### src/rtl/tpsp_pkg.sv
// ----------------------------------------------------------------------------
// tpsp_pkg - texture pack stream parser shared definitions
// Phase codes, result kinds, container magic and the result record.
// ----------------------------------------------------------------------------
`default_nettype none

package tpsp_pkg;

  // default clamp on the declared texture count
  localparam int MAX_TEXTURES_DEF = 32;

  // "WPACK001", first byte of the stream first
  localparam logic [7:0] MAGIC [8] = '{8'h57, 8'h50, 8'h41, 8'h43,
                                       8'h4B, 8'h30, 8'h30, 8'h31};

  typedef enum logic [3:0] {
    PH_MAGIC   = 4'd0,
    PH_TEXCNT  = 4'd1,
    PH_MESHCNT = 4'd2,
    PH_NAMELEN = 4'd3,
    PH_NAME    = 4'd4,
    PH_WIDTH   = 4'd5,
    PH_HEIGHT  = 4'd6,
    PH_PLEN    = 4'd7,
    PH_PAYLOAD = 4'd8,
    PH_IDLE    = 4'd9
  } phase_t;

  typedef enum logic [1:0] {
    KIND_DESC  = 2'd0,
    KIND_DONE  = 2'd1,
    KIND_ERROR = 2'd2
  } kind_t;

  typedef struct packed {
    kind_t       kind;
    logic [4:0]  idx;
    logic [15:0] w;
    logic [15:0] h;
    logic [31:0] off;
    logic [31:0] len;
    logic        last;
  } result_t;

endpackage

`default_nettype wire

### src/rtl/texture_pack_stream_parser.sv
// ----------------------------------------------------------------------------
// texture_pack_stream_parser - byte-serial texture container parser
// Checks the magic, walks the header and per-texture records, and emits a
// descriptor per texture followed by done, or an error.
// ----------------------------------------------------------------------------
//
//  channel  | handshake                  | payload
//  ---------+----------------------------+--------------------------------------
//  byte     | byte_valid / byte_stall    | data_byte, final_byte
//  result   | result_valid / result_stall| kind, tex_index, tex_width,
//           |                            | tex_height, payload_offset,
//           |                            | payload_length, last_result
//
// One byte is taken per cycle while byte_stall is low. The parse state updates
// at the accepting edge; the 0..2 requests it causes go into a 4-entry result
// queue the same edge. byte_stall rises only while the queue holds 3 or more
// requests (room for two is always kept), so bytes flow without a stall unless
// the result side stalls or bytes keep producing descriptor+done/error pairs.
// rst is synchronous: it clears the parse state and empties the queue.
// The final byte also returns the parser to its reset state.
// ----------------------------------------------------------------------------
`default_nettype none

module texture_pack_stream_parser #(
  parameter int MAX_TEXTURES = tpsp_pkg::MAX_TEXTURES_DEF
) (
  input  wire          clk,
  input  wire          rst,
  input  wire          byte_valid,
  output logic         byte_stall,
  input  wire  [7:0]   data_byte,
  input  wire          final_byte,
  output logic         result_valid,
  input  wire          result_stall,
  output logic [1:0]   kind,
  output logic [4:0]   tex_index,
  output logic [15:0]  tex_width,
  output logic [15:0]  tex_height,
  output logic [31:0]  payload_offset,
  output logic [31:0]  payload_length,
  output logic         last_result
);

  import tpsp_pkg::*;

  // texture counter width: must hold MAX_TEXTURES itself
  localparam int CW = $clog2(MAX_TEXTURES + 1);

  // parse state
  phase_t          phase,          phase_next;
  logic [2:0]      fbc,            fbc_next;       // byte within field / magic
  logic [31:0]     field_shift,    field_shift_next;
  logic [CW-1:0]   declared_count, declared_count_next;
  logic [CW-1:0]   textures_done,  textures_done_next;
  logic [31:0]     skip_remaining, skip_remaining_next;
  logic [15:0]     held_width,     held_width_next;
  logic [15:0]     held_height,    held_height_next;
  logic [31:0]     stream_offset,  stream_offset_next;
  logic [31:0]     payload_start,  payload_start_next;

  // result queue
  result_t         oq [4];
  logic [1:0]      head;
  logic [2:0]      count;

  logic            byte_accept;
  logic            result_pop;

  // per-byte decode
  logic [31:0]     base;
  logic [31:0]     acc;
  logic [2:0]      fbc_inc;
  logic [2:0]      need;
  logic            field_done;
  logic            err_now;
  logic            fin_tex;
  logic [31:0]     fin_off;
  logic [31:0]     fin_len;
  logic [CW-1:0]   td_inc;
  logic [31:0]     td_wide;
  logic [1:0]      n_res;
  result_t         r0, r1;
  result_t         err_res;

  assign byte_accept  = byte_valid && !byte_stall;
  assign result_valid = (count != 3'd0);
  assign result_pop   = result_valid && !result_stall;
  assign byte_stall   = (count > 3'd2);

  // field collector: little-endian, restarts at byte 0
  always_comb begin
    base = (fbc == 3'd0) ? 32'd0 : field_shift;
    case (fbc[1:0])
      2'd0:    acc = base | {24'd0, data_byte};
      2'd1:    acc = base | {16'd0, data_byte, 8'd0};
      2'd2:    acc = base | {8'd0, data_byte, 16'd0};
      2'd3:    acc = base | {data_byte, 24'd0};
      default: acc = base;
    endcase
    fbc_inc = fbc + 3'd1;
    case (phase)
      PH_TEXCNT, PH_MESHCNT, PH_PLEN: need = 3'd4;
      default:                        need = 3'd2;
    endcase
    field_done = (fbc_inc >= need);
  end

  always_comb begin
    phase_next          = phase;
    fbc_next            = fbc;
    field_shift_next    = field_shift;
    declared_count_next = declared_count;
    textures_done_next  = textures_done;
    skip_remaining_next = skip_remaining;
    held_width_next     = held_width;
    held_height_next    = held_height;
    stream_offset_next  = stream_offset + 32'd1;
    payload_start_next  = payload_start;

    err_now = 1'b0;
    fin_tex = 1'b0;
    fin_off = payload_start;
    fin_len = field_shift;
    n_res   = 2'd0;
    r0      = '0;
    r1      = '0;
    err_res = '0;
    err_res.kind = KIND_ERROR;
    td_inc  = textures_done + CW'(1);
    td_wide = 32'(textures_done);

    case (phase)
      PH_MAGIC: begin
        if (data_byte != MAGIC[fbc]) begin
          err_now    = 1'b1;
          phase_next = PH_IDLE;
        end else if (fbc == 3'd7) begin
          fbc_next   = 3'd0;
          phase_next = PH_TEXCNT;
        end else begin
          fbc_next = fbc_inc;
        end
      end
      PH_TEXCNT, PH_MESHCNT, PH_NAMELEN, PH_WIDTH, PH_HEIGHT, PH_PLEN: begin
        field_shift_next = acc;
        fbc_next         = field_done ? 3'd0 : fbc_inc;
        if (field_done) begin
          case (phase)
            PH_TEXCNT: begin
              declared_count_next = (acc > 32'(MAX_TEXTURES)) ?
                                    CW'(MAX_TEXTURES) : acc[CW-1:0];
              phase_next = PH_MESHCNT;
            end
            PH_MESHCNT: begin
              if (declared_count == '0) begin
                n_res      = 2'd1;
                r0.kind    = KIND_DONE;
                phase_next = PH_IDLE;
              end else begin
                phase_next = PH_NAMELEN;
              end
            end
            PH_NAMELEN: begin
              skip_remaining_next = acc;
              phase_next = (acc != 32'd0) ? PH_NAME : PH_WIDTH;
            end
            PH_WIDTH: begin
              held_width_next = acc[15:0];
              phase_next      = PH_HEIGHT;
            end
            PH_HEIGHT: begin
              held_height_next = acc[15:0];
              phase_next       = PH_PLEN;
            end
            PH_PLEN: begin
              if (held_width == 16'd0 || held_height == 16'd0) begin
                err_now    = 1'b1;
                phase_next = PH_IDLE;
              end else begin
                payload_start_next  = stream_offset + 32'd1;
                skip_remaining_next = acc;
                if (acc == 32'd0) begin
                  // empty payload: describe on the last length byte
                  fin_tex = 1'b1;
                  fin_off = stream_offset + 32'd1;
                  fin_len = acc;
                end else begin
                  phase_next = PH_PAYLOAD;
                end
              end
            end
            default: ;
          endcase
        end
      end
      PH_NAME: begin
        skip_remaining_next = skip_remaining - 32'd1;
        if (skip_remaining_next == 32'd0) phase_next = PH_WIDTH;
      end
      PH_PAYLOAD: begin
        skip_remaining_next = skip_remaining - 32'd1;
        if (skip_remaining_next == 32'd0) fin_tex = 1'b1;
      end
      default: ;
    endcase

    if (err_now) begin
      n_res = 2'd1;
      r0    = err_res;
    end

    if (fin_tex) begin
      n_res              = 2'd1;
      r0.kind            = KIND_DESC;
      r0.idx             = td_wide[4:0];
      r0.w               = held_width;
      r0.h               = held_height;
      r0.off             = fin_off;
      r0.len             = fin_len;
      textures_done_next = td_inc;
      if (td_inc >= declared_count) begin
        n_res      = 2'd2;
        r1.kind    = KIND_DONE;
        phase_next = PH_IDLE;
      end else begin
        phase_next = PH_NAMELEN;
      end
    end

    // end of container: unfinished parse is an error, then back to reset
    if (final_byte) begin
      if (phase_next != PH_IDLE) begin
        if (n_res == 2'd0) r0 = err_res;
        else               r1 = err_res;
        n_res = n_res + 2'd1;
      end
      phase_next          = PH_MAGIC;
      fbc_next            = 3'd0;
      field_shift_next    = 32'd0;
      declared_count_next = '0;
      textures_done_next  = '0;
      skip_remaining_next = 32'd0;
      held_width_next     = 16'd0;
      held_height_next    = 16'd0;
      stream_offset_next  = 32'd0;
      payload_start_next  = 32'd0;
    end

    if (n_res == 2'd1) r0.last = 1'b1;
    if (n_res == 2'd2) r1.last = 1'b1;
  end

  always_ff @(posedge clk) begin
    if (rst) begin
      phase          <= PH_MAGIC;
      fbc            <= 3'd0;
      field_shift    <= 32'd0;
      declared_count <= '0;
      textures_done  <= '0;
      skip_remaining <= 32'd0;
      held_width     <= 16'd0;
      held_height    <= 16'd0;
      stream_offset  <= 32'd0;
      payload_start  <= 32'd0;
    end else if (byte_accept) begin
      phase          <= phase_next;
      fbc            <= fbc_next;
      field_shift    <= field_shift_next;
      declared_count <= declared_count_next;
      textures_done  <= textures_done_next;
      skip_remaining <= skip_remaining_next;
      held_width     <= held_width_next;
      held_height    <= held_height_next;
      stream_offset  <= stream_offset_next;
      payload_start  <= payload_start_next;
    end
  end

  // result queue: up to two pushes and one pop per cycle
  always_ff @(posedge clk) begin
    if (rst) begin
      head  <= 2'd0;
      count <= 3'd0;
    end else begin
      if (result_pop) head <= head + 2'd1;
      count <= count - {2'd0, result_pop}
                     + ((byte_accept) ? {1'b0, n_res} : 3'd0);
    end
  end

  always_ff @(posedge clk) begin
    if (byte_accept && n_res != 2'd0) begin
      oq[head + count[1:0]] <= r0;
    end
    if (byte_accept && n_res == 2'd2) begin
      oq[head + count[1:0] + 2'd1] <= r1;
    end
  end

  assign kind           = oq[head].kind;
  assign tex_index      = oq[head].idx;
  assign tex_width      = oq[head].w;
  assign tex_height     = oq[head].h;
  assign payload_offset = oq[head].off;
  assign payload_length = oq[head].len;
  assign last_result    = oq[head].last;

endmodule

`default_nettype wire
### config.mk
export PLATFORM = sky130hd
export DESIGN_NAME = texture_pack_stream_parser
export DESIGN_NICKNAME = d
export VERILOG_FILES = /design/src/rtl/tpsp_pkg.sv /design/src/rtl/texture_pack_stream_parser.sv
export SDC_FILE = /design/constraint.sdc
export NUM_CORES = 1
export LEC_CHECK = 0
export BUFFER_PORTS_ARGS = -buffer_cell sky130_fd_sc_hd__buf_2
export CORE_MARGIN = 2
export CORE_UTILIZATION = 50
export DETAILED_ROUTE_END_ITERATION = 12
export PLACE_DENSITY = 0.68
export REMOVE_ABC_BUFFERS = 1
export SYNTH_ARGS = -nofsm -noshare
export SYNTH_HDL_FRONTEND = slang
export SYNTH_SLANG_ARGS = --single-unit
### constraint.sdc
create_clock -name clk -period 10.6 [get_ports clk]
set_clock_uncertainty 0.1 [all_clocks]
set_input_delay 0.53 -clock clk [delete_from_list [all_inputs] [get_ports clk]]
set_output_delay 0.53 -clock clk [all_outputs]
set_load 0.01 [all_outputs]
==> impl_metrics.json <==
{
  "via_count": 29309,
  "areaGrowthSynthToFinish_pct": 8.59,
  "cp-startpoint": "phase[0]",
  "fin_util_pct": 54.8,
  "rsz0062_at_grt": "no",
  "routed_wl_um": 103000,
  "dp_hpwl_um": 56500,
  "io_buffers": 118,
  "critPathArrivalTime_ps": 7690,
  "drive_gt1_share_pct": 12.8,
  "yosysMostFrequentCell": "dfxtp_1",
  "die_w_um": 259,
  "dp_cells": 4259,
  "synth_largest_area_cell": "dfxtp_1",
  "instances_no_fill": 4382,
  "root_buffer": "clkbuf_16",
  "grt_pass1_wl_um": 161000,
  "post-place-ws_ps": 3130,
  "num_io_pins": 119,
  "worstSetupEndpointType": "flip-flop",
  "drv_slew": 138,
  "r2r-start": "phase[0]",
  "start_util_pct": 50.5,
  "globalplace.congestion": 0.934,
  "tns_ps": 0,
  "seqPwrFrac_pct": 38.2,
  "rows": 93,
  "peakVddDrop_mv": 0.121,
  "min_period_over_period_pct": 68.8,
  "die_area_um2": 67200,
  "min_period_ps": 7290,
  "h-tree-depth": 3,
  "fmaxAchievable_ghz": 0.137,
  "yosys_warnings": 0,
  "power.leakage_nw": 12.8,
  "synth.ff_latch_count": 602,
  "drv_cap": 0,
  "first_pass_iters": 6,
  "grt_max_degree": 227,
  "clockBufferDepth": 3,
  "cts_tree": "yes",
  "final-hold-violation-count": 0,
  "critPathMaxFanout": 223,
  "fin_nets": 3510,
  "synth.top_cells.by_count": "dfxtp_1, a21oi_1, clkbuf_1, nor2_1, o31ai_1",
  "gr-total-overflow": 0,
  "tightest_slew_ps": 1720,
  "post_dp_cell_area_um2": 33100,
  "cts.repair.resized": 0,
  "finalSetupViolCount": 0,
  "hp-start": "result_stall",
  "drt-initial-drc-count": 3319,
  "whs_path_depth": 4,
  "final_cell_area_um2": 35300,
  "syn-instance-count": 3653,
  "yosysSeqAreaShare_pct": 37.4,
  "hold_path_class": "input pin to flip-flop",
  "worstSkewPairLatency_ps": 620,
  "synth_top_area_share_pct": 36.3,
  "rr_worst_depth": 19,
  "power.internal_mw": 3.99,
  "drcViolationCount": 0,
  "p_sw_share_pct": 35.7,
  "clock_sinks": 602,
  "syn_area_per_cell_um2": 8.91,
  "crit_required_ps": 11000,
  "pwr-share-clk_pct": 38.0,
  "synth_cell_types": 79,
  "status": "complete, but fails checks",
  "antenna_found_initial": 7,
  "setup_slack_ps": 3310,
  "cts_setup_buffers": 0,
  "worstSetupPathType": "flip-flop to flip-flop",
  "post_drt_wl_per_cell_um": 23.4,
  "combPwrFrac_pct": 23.8,
  "synth.area.top_cells": "dfxtp_1, o2111ai_1, mux4_2",
  "cp-start-kind": "flip-flop",
  "synthArstFlopShare_pct": 0,
  "synthFlopType": "dfxtp_1",
  "slew_headroom_pct": -14.9,
  "drtAntennaViolNets": 0,
  "core_area_um2": 64500,
  "fp.dieH_um": 259,
  "synth_area_um2": 32600,
  "cts_hold_buf": 0,
  "p_switching_mw": 2.22,
  "grt_pass1_vias": 28068,
  "powerDensity_nw_per_um2": 176,
  "grtUsageTotal_pct": 29.7,
  "clk_pin_slew_ps": 60,
  "cts_buffers": 67,
  "vias_per_cell": 6.69,
  "violations": "max-slew violations",
  "synth_edf_count": 12
}
[registers in the layout, indices dropped and copies added (netlist names), named ones only]
name            count
stream_offset      32
skip_remaining     32
head                2
fbc                 3
field_shift        32
oq                416
textures_done       6
held_width         16
payload_start      32
held_height        16
phase               4
count               3
declared_count      6
[placed cells by master (no fill, tap or decap), types with 52 or more instances in the layout]
master,n
buf_2,116
mux4_2,104
nor2_1,319
nor3_1,62
o21ai_0,64
nand2_1,199
buf_4,52
clkbuf_16,68
o31ai_1,284
o2111ai_1,276
mux2_1,108
a21oi_1,430
a22oi_1,56
dfxtp_1,588
and2_1,64
nor2b_1,142
[cells by family (layout without fill, tap and decap cells)]
family / after synthesis / after routing / share of synthesized area (%)
xor+xnor: 58 / 58 / 1.56
flops: 602 / 602 / 37.4
simple gates: 978 / 978 / 14.7
compound gates: 1264 / 1264 / 26.7
buf+inv: 453 / 323 / 5.76
fa+ha+maj: 24 / 24 / 0.946
mux: 274 / 274 / 12.9
other cells: 0 / 4 / 0
[layer usage]
metal  wire length, um  up-vias  track usage, %
met1             43400    14261            40.4
met2             47200     1324            46.3
met5                21        -               0
met4              3600        4            12.9
li1                  -    13493               -
met3              8410      227            5.34
[power groups by stage]
stage / combinational [mW] / sequential, mW / clock, mW
2_1_floorplan: 0.825 / 2.45 / 0
3_3_place_gp: 1.44 / 2.42 / 0
3_5_place_dp: 1.44 / 2.42 / 0
4_1_cts: 1.44 / 2.37 / 2.38
5_1_grt: 1.54 / 2.38 / 2.48
6_report: 1.48 / 2.37 / 2.36
[per-stage QoR]
| step | hold WS, ps | total power [mW] |
|---|---|---|
| 2_1_floorplan | 330 | 3.27 |
| 3_5_place_dp | 346 | 3.86 |
| 6_report | 277 | 6.21 |
| 3_3_place_gp | 341 | 3.86 |
| 4_1_cts | 247 | 6.20 |
| 5_1_grt | 300 | 6.40 |
[final timing paths]
check | slack [ps] | to
setup / recovery | 3310 | oq[0][1]
hold / removal | 280 | flip-flop
setup reg to reg | 3310 | oq[0][1]
hold reg to reg | 350 | payload_start[25]
[cell type report]
class | count | area, um^2
antenna | 4 | 10.0
clock buffer | 96 | 1960
clock inverter | 23 | 235
fill | 5857 | 29100
inverter | 30 | 113
multi-input combinational | 2598 | 18700
sequential | 602 | 12200
tap | 855 | 1070
timing repair buffer | 174 | 1080
[critical path, cell delays in order (launching register included)]
cell,delay (ps)
dfxtp_1,710
nor3b_1,320
a21oi_1,70
or2_2,320
ha_1,280
a21bo_2,120
a21oi_1,130
nor4b_1,660
nand3_1,260
or3_1,530
o22a_1,370
nor2_1,220
inv_1,130
ha_1,380
a2111oi_4,310
buf_4,610
buf_12,450
or3_1,210
buf_4,460
mux2_2,400
Note: power is estimated with default switching activity, not from simulation.
